===== src/aes_pkg.sv =====
// AES-128 CBC engine package: cipher tables, round helpers and shared types.
// Used by all modules of the engine; depends on nothing else.
package aes_pkg;

    localparam int BLOCK_W = 128;
    localparam int HALF_W = 64;
    localparam int ROUNDS = 10;
    localparam int REG_IDX_W = 3;
    localparam int QUEUE_DEPTH = 2;

    localparam logic [REG_IDX_W-1:0] REG_KEY_HIGH = 3'd0;
    localparam logic [REG_IDX_W-1:0] REG_KEY_LOW = 3'd1;
    localparam logic [REG_IDX_W-1:0] REG_IV_HIGH = 3'd2;
    localparam logic [REG_IDX_W-1:0] REG_IV_LOW = 3'd3;
    localparam logic [REG_IDX_W-1:0] REG_DIRECTION = 3'd4;

    localparam logic DIR_ENCRYPT = 1'b0;
    localparam logic DIR_DECRYPT = 1'b1;

    typedef logic [BLOCK_W-1:0] block_t;

    typedef struct packed {
        block_t data;
        logic   start;
    } req_t;

    typedef struct packed {
        logic   is_decrypt;
        block_t key;
        block_t iv;
    } job_ctrl_t;

    typedef struct packed {
        block_t data;
        logic   start;
        logic   is_decrypt;
        block_t key;
        block_t iv;
    } job_t;

    localparam logic [7:0] SBOX [256] = '{
        8'h63,8'h7c,8'h77,8'h7b,8'hf2,8'h6b,8'h6f,8'hc5,8'h30,8'h01,8'h67,8'h2b,8'hfe,8'hd7,8'hab,8'h76,
        8'hca,8'h82,8'hc9,8'h7d,8'hfa,8'h59,8'h47,8'hf0,8'had,8'hd4,8'ha2,8'haf,8'h9c,8'ha4,8'h72,8'hc0,
        8'hb7,8'hfd,8'h93,8'h26,8'h36,8'h3f,8'hf7,8'hcc,8'h34,8'ha5,8'he5,8'hf1,8'h71,8'hd8,8'h31,8'h15,
        8'h04,8'hc7,8'h23,8'hc3,8'h18,8'h96,8'h05,8'h9a,8'h07,8'h12,8'h80,8'he2,8'heb,8'h27,8'hb2,8'h75,
        8'h09,8'h83,8'h2c,8'h1a,8'h1b,8'h6e,8'h5a,8'ha0,8'h52,8'h3b,8'hd6,8'hb3,8'h29,8'he3,8'h2f,8'h84,
        8'h53,8'hd1,8'h00,8'hed,8'h20,8'hfc,8'hb1,8'h5b,8'h6a,8'hcb,8'hbe,8'h39,8'h4a,8'h4c,8'h58,8'hcf,
        8'hd0,8'hef,8'haa,8'hfb,8'h43,8'h4d,8'h33,8'h85,8'h45,8'hf9,8'h02,8'h7f,8'h50,8'h3c,8'h9f,8'ha8,
        8'h51,8'ha3,8'h40,8'h8f,8'h92,8'h9d,8'h38,8'hf5,8'hbc,8'hb6,8'hda,8'h21,8'h10,8'hff,8'hf3,8'hd2,
        8'hcd,8'h0c,8'h13,8'hec,8'h5f,8'h97,8'h44,8'h17,8'hc4,8'ha7,8'h7e,8'h3d,8'h64,8'h5d,8'h19,8'h73,
        8'h60,8'h81,8'h4f,8'hdc,8'h22,8'h2a,8'h90,8'h88,8'h46,8'hee,8'hb8,8'h14,8'hde,8'h5e,8'h0b,8'hdb,
        8'he0,8'h32,8'h3a,8'h0a,8'h49,8'h06,8'h24,8'h5c,8'hc2,8'hd3,8'hac,8'h62,8'h91,8'h95,8'he4,8'h79,
        8'he7,8'hc8,8'h37,8'h6d,8'h8d,8'hd5,8'h4e,8'ha9,8'h6c,8'h56,8'hf4,8'hea,8'h65,8'h7a,8'hae,8'h08,
        8'hba,8'h78,8'h25,8'h2e,8'h1c,8'ha6,8'hb4,8'hc6,8'he8,8'hdd,8'h74,8'h1f,8'h4b,8'hbd,8'h8b,8'h8a,
        8'h70,8'h3e,8'hb5,8'h66,8'h48,8'h03,8'hf6,8'h0e,8'h61,8'h35,8'h57,8'hb9,8'h86,8'hc1,8'h1d,8'h9e,
        8'he1,8'hf8,8'h98,8'h11,8'h69,8'hd9,8'h8e,8'h94,8'h9b,8'h1e,8'h87,8'he9,8'hce,8'h55,8'h28,8'hdf,
        8'h8c,8'ha1,8'h89,8'h0d,8'hbf,8'he6,8'h42,8'h68,8'h41,8'h99,8'h2d,8'h0f,8'hb0,8'h54,8'hbb,8'h16
    };

    localparam logic [7:0] INV_SBOX [256] = '{
        8'h52,8'h09,8'h6a,8'hd5,8'h30,8'h36,8'ha5,8'h38,8'hbf,8'h40,8'ha3,8'h9e,8'h81,8'hf3,8'hd7,8'hfb,
        8'h7c,8'he3,8'h39,8'h82,8'h9b,8'h2f,8'hff,8'h87,8'h34,8'h8e,8'h43,8'h44,8'hc4,8'hde,8'he9,8'hcb,
        8'h54,8'h7b,8'h94,8'h32,8'ha6,8'hc2,8'h23,8'h3d,8'hee,8'h4c,8'h95,8'h0b,8'h42,8'hfa,8'hc3,8'h4e,
        8'h08,8'h2e,8'ha1,8'h66,8'h28,8'hd9,8'h24,8'hb2,8'h76,8'h5b,8'ha2,8'h49,8'h6d,8'h8b,8'hd1,8'h25,
        8'h72,8'hf8,8'hf6,8'h64,8'h86,8'h68,8'h98,8'h16,8'hd4,8'ha4,8'h5c,8'hcc,8'h5d,8'h65,8'hb6,8'h92,
        8'h6c,8'h70,8'h48,8'h50,8'hfd,8'hed,8'hb9,8'hda,8'h5e,8'h15,8'h46,8'h57,8'ha7,8'h8d,8'h9d,8'h84,
        8'h90,8'hd8,8'hab,8'h00,8'h8c,8'hbc,8'hd3,8'h0a,8'hf7,8'he4,8'h58,8'h05,8'hb8,8'hb3,8'h45,8'h06,
        8'hd0,8'h2c,8'h1e,8'h8f,8'hca,8'h3f,8'h0f,8'h02,8'hc1,8'haf,8'hbd,8'h03,8'h01,8'h13,8'h8a,8'h6b,
        8'h3a,8'h91,8'h11,8'h41,8'h4f,8'h67,8'hdc,8'hea,8'h97,8'hf2,8'hcf,8'hce,8'hf0,8'hb4,8'he6,8'h73,
        8'h96,8'hac,8'h74,8'h22,8'he7,8'had,8'h35,8'h85,8'he2,8'hf9,8'h37,8'he8,8'h1c,8'h75,8'hdf,8'h6e,
        8'h47,8'hf1,8'h1a,8'h71,8'h1d,8'h29,8'hc5,8'h89,8'h6f,8'hb7,8'h62,8'h0e,8'haa,8'h18,8'hbe,8'h1b,
        8'hfc,8'h56,8'h3e,8'h4b,8'hc6,8'hd2,8'h79,8'h20,8'h9a,8'hdb,8'hc0,8'hfe,8'h78,8'hcd,8'h5a,8'hf4,
        8'h1f,8'hdd,8'ha8,8'h33,8'h88,8'h07,8'hc7,8'h31,8'hb1,8'h12,8'h10,8'h59,8'h27,8'h80,8'hec,8'h5f,
        8'h60,8'h51,8'h7f,8'ha9,8'h19,8'hb5,8'h4a,8'h0d,8'h2d,8'he5,8'h7a,8'h9f,8'h93,8'hc9,8'h9c,8'hef,
        8'ha0,8'he0,8'h3b,8'h4d,8'hae,8'h2a,8'hf5,8'hb0,8'hc8,8'heb,8'hbb,8'h3c,8'h83,8'h53,8'h99,8'h61,
        8'h17,8'h2b,8'h04,8'h7e,8'hba,8'h77,8'hd6,8'h26,8'he1,8'h69,8'h14,8'h63,8'h55,8'h21,8'h0c,8'h7d
    };

    localparam logic [7:0] RCON [10] = '{
        8'h01,8'h02,8'h04,8'h08,8'h10,8'h20,8'h40,8'h80,8'h1b,8'h36
    };

    function automatic logic [7:0] get_byte(input block_t b, input int i);
        return b[BLOCK_W-1-8*i -: 8];
    endfunction

    function automatic logic [7:0] xtime(input logic [7:0] b);
        return {b[6:0], 1'b0} ^ (b[7] ? 8'h1b : 8'h00);
    endfunction

    function automatic logic [7:0] gmul(input logic [7:0] a, input logic [3:0] m);
        logic [7:0] a2;
        logic [7:0] a4;
        logic [7:0] a8;
        a2 = xtime(a);
        a4 = xtime(a2);
        a8 = xtime(a4);
        return (m[0] ? a : 8'h00) ^ (m[1] ? a2 : 8'h00)
             ^ (m[2] ? a4 : 8'h00) ^ (m[3] ? a8 : 8'h00);
    endfunction

    function automatic block_t next_round_key(input block_t k, input int r);
        logic [31:0] w0;
        logic [31:0] w1;
        logic [31:0] w2;
        logic [31:0] w3;
        logic [31:0] t;
        w0 = k[127:96];
        w1 = k[95:64];
        w2 = k[63:32];
        w3 = k[31:0];
        t = {SBOX[w3[23:16]] ^ RCON[r], SBOX[w3[15:8]], SBOX[w3[7:0]], SBOX[w3[31:24]]};
        w0 = w0 ^ t;
        w1 = w1 ^ w0;
        w2 = w2 ^ w1;
        w3 = w3 ^ w2;
        return {w0, w1, w2, w3};
    endfunction

    function automatic block_t enc_round(input block_t s, input block_t k, input logic last);
        logic [7:0] t [16];
        logic [7:0] o [16];
        logic [7:0] all;
        block_t res;
        for (int c = 0; c < 4; c++)
        begin
            for (int i = 0; i < 4; i++)
            begin
                t[i + 4*c] = SBOX[get_byte(s, i + 4*((c + i) & 3))];
            end
        end
        for (int c = 0; c < 4; c++)
        begin
            all = t[4*c] ^ t[4*c+1] ^ t[4*c+2] ^ t[4*c+3];
            for (int i = 0; i < 4; i++)
            begin
                o[4*c+i] = last ? t[4*c+i]
                         : t[4*c+i] ^ all ^ xtime(t[4*c+i] ^ t[4*c+((i+1)&3)]);
            end
        end
        for (int i = 0; i < 16; i++)
        begin
            res[BLOCK_W-1-8*i -: 8] = o[i];
        end
        return res ^ k;
    endfunction

    function automatic block_t dec_round(input block_t s, input block_t k, input logic last);
        logic [7:0] t [16];
        logic [7:0] o [16];
        block_t u;
        block_t res;
        for (int c = 0; c < 4; c++)
        begin
            for (int i = 0; i < 4; i++)
            begin
                t[i + 4*((c + i) & 3)] = INV_SBOX[get_byte(s, i + 4*c)];
            end
        end
        for (int i = 0; i < 16; i++)
        begin
            u[BLOCK_W-1-8*i -: 8] = t[i];
        end
        u = u ^ k;
        for (int c = 0; c < 4; c++)
        begin
            for (int i = 0; i < 4; i++)
            begin
                o[4*c+i] = gmul(get_byte(u, 4*c + i), 4'd14)
                         ^ gmul(get_byte(u, 4*c + ((i+1)&3)), 4'd11)
                         ^ gmul(get_byte(u, 4*c + ((i+2)&3)), 4'd13)
                         ^ gmul(get_byte(u, 4*c + ((i+3)&3)), 4'd9);
            end
        end
        for (int i = 0; i < 16; i++)
        begin
            res[BLOCK_W-1-8*i -: 8] = o[i];
        end
        return last ? u : res;
    endfunction

endpackage


===== src/aes_front.sv =====
// Front end of the AES-128 CBC engine: takes requests and tags each with its settings.
// Depends on aes_pkg.
module aes_front (
    input  logic               clk,
    input  logic               rst_n,
    input  logic               in_valid,
    output logic               in_ready,
    input  aes_pkg::req_t      req,
    input  aes_pkg::job_ctrl_t ctrl,
    output logic               job_valid,
    input  logic               job_ready,
    output aes_pkg::job_t      job
);

    aes_pkg::job_t fifo_reg [aes_pkg::QUEUE_DEPTH];
    logic          wr_ptr_reg;
    logic          wr_ptr_next;
    logic          rd_ptr_reg;
    logic          rd_ptr_next;
    logic [1:0]    count_reg;
    logic [1:0]    count_next;
    logic          push;
    logic          pop;

    assign in_ready = (count_reg != 2'(aes_pkg::QUEUE_DEPTH));
    assign push = in_valid && in_ready;
    assign job_valid = (count_reg != 2'd0);
    assign pop = job_valid && job_ready;
    assign job = fifo_reg[rd_ptr_reg];

    always_comb
    begin
        wr_ptr_next = push ? ~wr_ptr_reg : wr_ptr_reg;
        rd_ptr_next = pop ? ~rd_ptr_reg : rd_ptr_reg;
        count_next = count_reg + {1'b0, push} - {1'b0, pop};
    end

    always_ff @(posedge clk)
    begin
        if (push)
        begin
            fifo_reg[wr_ptr_reg] <= '{data: req.data, start: req.start,
                is_decrypt: ctrl.is_decrypt, key: ctrl.key, iv: ctrl.iv};
        end
    end

    always_ff @(posedge clk or negedge rst_n)
    begin
        if (!rst_n)
        begin
            wr_ptr_reg <= 1'b0;
            rd_ptr_reg <= 1'b0;
            count_reg <= 2'd0;
        end
        else
        begin
            wr_ptr_reg <= wr_ptr_next;
            rd_ptr_reg <= rd_ptr_next;
            count_reg <= count_next;
        end
    end

endmodule


===== config.mk =====
export PLATFORM = sky130hd
export DESIGN_NAME = aes_front
export DESIGN_NICKNAME = d
export VERILOG_FILES = /design/src/aes_pkg.sv /design/src/aes_front.sv
export SDC_FILE = /design/constraint.sdc
export NUM_CORES = 1
export LEC_CHECK = 0
export BUFFER_PORTS_ARGS = -buffer_cell sky130_fd_sc_hd__buf_2
export CAP_MARGIN = 15
export CELL_PAD_IN_SITES_DETAIL_PLACEMENT = 0
export CELL_PAD_IN_SITES_GLOBAL_PLACEMENT = 2
export CORE_AREA = 2 2 302 304
export CTS_BUF_LIST = sky130_fd_sc_hd__clkbuf_8
export DETAILED_ROUTE_END_ITERATION = 16
export DIE_AREA = 0 0 304 306
export HOLD_SLACK_MARGIN = 0.1
export PLACE_DENSITY_LB_ADDON = 0.1
export SLEW_MARGIN = 25
export SYNTH_ARGS = -nofsm -noshare
export SYNTH_HDL_FRONTEND = slang
export SYNTH_SLANG_ARGS = --single-unit
export TNS_END_PERCENT = 50

===== constraint.sdc =====
create_clock -name clk -period 21.4 [get_ports clk]
set_input_delay 2.14 -clock clk [delete_from_list [all_inputs] [get_ports clk]]
set_output_delay 2.14 -clock clk [all_outputs]
set_load 0.02 [all_outputs]

Word-level counts from Yosys, hierarchy flattened
Memories as Yosys holds them, arrays and structs flattened.
Index checks and enable logic that the tools add are counted.
{"block": "totals", "out_inout_bits": 388, "input_bits": 390, "ram_bits": 772, "register_bits": 4, "elab_cells": 14, "mem_count": 1}
{"memory": "fifo_reg", "words": 2, "width": 386, "rd": 1, "rd_clocked_by_memory_dff": 0, "write_ports": 1, "line_no": "aes_front.sv:15", "source": "aes_pkg::job_t fifo_reg [aes_pkg::QUEUE_DEPTH];"}
{"block": "classes", "muxes": 2, "n_bitwise": 2, "reduce_logical": 3, "eq_ne": 1, "add_sub_neg": 2}
{"op": "$add A2 B1 Y2", "count": 1}
{"op": "$logic_and A1 B1 Y1", "count": 2}
{"op": "$mux W1", "count": 2}
{"op": "$ne A2 B2 Y1 const B", "count": 1}
{"op": "$not A1 Y1", "count": 2}
{"op": "$reduce_bool A2 Y1", "count": 1}
{"op": "$sub A2 B1 Y2", "count": 1}

Longest topological paths before layout
{"block": "depth", "depth_word": 4, "ltp_mapped": 7, "ltp_nobuf": 7}

Least setup slack after synthesis
No wires, ideal clock.
{"block": "synth_timing", "path_kind": "input-to-reg", "start": "in in_valid", "end": "mem fifo_reg[0][0] (netlist name), enable pin", "n_path_buf": 0, "setup_slack_ns": 2.047, "setup_ns": 1.143, "arrival_time_ns": 18.210, "required_time_ns": 20.257, "cell_stages": 2, "cell_sequence": "nand2_1 > nor2_1"}
{"block": "synth_between", "elab_chain_cells": 3}
{"element": "start, declared", "line_no": "aes_front.sv:6", "source": "input logic in_valid,"}
{"element": "$logic_and A1 B1 Y1", "line_no": "aes_front.sv:26", "source": "assign push = in_valid && in_ready;"}
{"element": "$mux W1", "line_no": "aes_front.sv:40", "source": "if (push)"}
{"element": "$mux W1 (implied by the code)", "line_no": "aes_front.sv:42", "source": "fifo_reg[wr_ptr_reg] <= '{data: req.data, start: req.start,"}
{"element": "end, declared", "line_no": "aes_front.sv:15"}
Every way passes these cells.

==> metrics.txt <==
power per cell area=roughly 140 mW/mm2; largest net degree at the start of global routing=~160; Max Buffers Root-to-Sink=3; Worst Hold Class=register to register; Max IR drop VDD=78.8 uV; drt initial violations=766; first-pass GRT wire length=111000 um; Initial Util=between 30% and 40%; cts bufs inserted=140; WP data required=19260 ps; Avg Inst Size Synth=23.1 um2; Root Driver=clkbuf_8; CTS tree=done; Yosys top cell by area=edfxtp_1; f_max=roughly 150 MHz; Final WS setup=roughly 15000 ps; Largest register FFs=772; # Max-Cap Violations=0; outcome=finished clean; Setup crit start kind=register; Fin Setup TNS=0 ps; Routed Antenna Nets=0; top cells by area, synth=edfxtp_1 (82%), mux2_2 (15%), buf_6 (1.5%), dfrtp_1 (0.36%), xnor2_1 (0.093%); fin crit share=30.7%; Pleak=13.4 nW; Hold-fix buffers, CTS=0; max_slew headroom=28.5%; routed vias=around 15000; Synth Instances=1218; Avg Vias per Cell=approximately 4.4; Worst-path clk slew=~50 ps; GRT Total Usage=~17%; layout cells sized above 1=61.1%; vias in the first global route=16100; Worst Tran Pin Value=1070 ps; H-tree depth=4; synthesized area=between 0.02 and 0.03 mm2; Die X=304 um; initial antenna violation count=55; Final Setup Violations=0; Worst Path Class, Setup=register to primary output; skew final=approximately 53 ps; fin crit period=6570 ps; RSZ-0062 raised after global routing=false; final hold slack=528 ps; FILL cells=8393; Area after DPL=0.0333 mm2; core area=0.0896 mm2; arrival time worst endpoint=4430 ps; CP Capture Type=primary output; Ys Warns=0; DRT Wirelength=between 80000 and 90000 um; Layout Nets=2504; dpl ws=between 15000 and 20000 ps; sequential share of the synthesized area=about 83%; Synth top area share=82.3%; postcts setup bufs=0; Design Area, Final=0.0358 mm2; Die Area=0.0930 mm2; area delta synth->final=27.0%; Synth Register Bits=776; Die H=306 um; CTS Sinks=roughly 780; Slew Limit Fails=0; synth unique cells=15; drt first pass iters=4; Overflow after GRT=0; Syn Nets=1610; wire per inst=between 20 and 25 um; dpl hpwl=57100 um; Final Hold Vio Count=0; RePlAce Congestion=0.807; crit path max fanout=64; later-pin clock latency in the skew report=about 800 ps; num rows=110; top-level I/O count=778; Remaining DRCs=0; post-CTS sizing=0; # port buffers=between 700 and 800
power breakdown:
part	internal, W	leakage (nW)	switching (W)
combinational	0.000622	4.74	0.00113
sequential	0.00208	7.21	0.0000828
clock	0.000632	1.41	0.000587
cells by family (layout without fill, tap and decap cells):
logic type	after synthesis	after routing	share of synthesized area (%)
xor+xnor	4	4	0.124
fa+ha+maj	2	2	0.0888
buf+inv	44	1029	1.62
mux	386	386	15.4
other cells	0	22	0
flops	776	776	82.6
simple gates	6	6	0.115
area by class of cell:
type | count | area, um2 | area share [%]
Clock buffer | 144 | 1980 | 5.54
Timing Repair Buffer | 795 | 4110 | 11.5
Inverter | 1 | 3.75 | 0.0105
Tap cell | 1176 | 1470 | 4.11
Sequential cell | 776 | 23300 | 65.1
Antenna cell | 22 | 55.1 | 0.154
Clock inverter | 89 | 430 | 1.20
Multi-Input combinational cell | 398 | 4450 | 12.4
layout by cell type, fill, tap and decap left out:
master        n
and3_4        1
or2_2         1
inv_6         2
nor2_4        1
buf_4        11
buf_6         3
nand2b_1      1
xnor2_1       3
diode_2      22
inv_8         3
mux2_2      386
bufinv_16     1
buf_12        1
clkinv_1     21
ha_1          2
dfrtp_1       3
and2_1        1
clkinv_8      1
inv_1        52
buf_16        3
dfrtp_4       1
clkinvlp_4    5
clkinv_2      5
nand2_1       1
clkbuf_8    144
edfxtp_1    772
buf_2       777
xor2_1        1
cell usage after synthesis:
library cell and instances:
and2_1 1, and3_1 1, buf_2 5, buf_6 38, dfrtp_1 4, edfxtp_1 772, ha_1 2, inv_1 1
mux2_2 386, nand2_1 1, nand2b_1 1, nor2_1 1, or2_2 1, xnor2_1 3, xor2_1 1
through the flow:
step | cells | total power, W | utilization (%)
floorplan | 1218 | 0.00355 | -
global placement | 3143 | 0.00397 | 37.1
global route | 3392 | 0.00540 | 39.9
finish | 3401 | 0.00513 | 39.9
CTS | 3379 | 0.00525 | 39.9
detailed placement | 3146 | 0.00399 | 37.2
worst paths after layout:
check,startpoint,end,slack (ps),depth (start not counted)
max in group asynchronous,rst_n,rd_ptr_reg$_DFFE_PN0P_,20070,1
worst min register to register,count_reg[0]$_DFF_PN0_,count_reg[0]$_DFF_PN0_,530,1
worst min-delay path,count_reg[0]$_DFF_PN0_,count_reg[0]$_DFF_PN0_,530,1
min in group asynchronous,rst_n,wr_ptr_reg$_DFFE_PN0N_,1190,1
worst max-delay path,rd_ptr_reg$_DFFE_PN0P_,job[91],14830,5
worst max register to register,count_reg[1]$_DFF_PN0_,fifo_reg[0][124]$_DFFE_PP_,17260,6
per-layer routing:
metal	wire length [um]	track usage [%]	up-vias	share of wire (%)
li1	-	-	6718	-
met1	27200	16.2	7472	34
met2	43500	30.8	592	54
met3	6750	7.40	203	8.4
met4	2930	7.95	38	3.6
met5	227	0	-	0.28
worst max-delay path, cell delays in order, from the launching register on:
cell     delay (ps)
dfrtp_4         710
buf_4           660
buf_4           790
buf_4           740
mux2_2          430
buf_2           160
No activity file was read; power rests on OpenSTA's default activity.
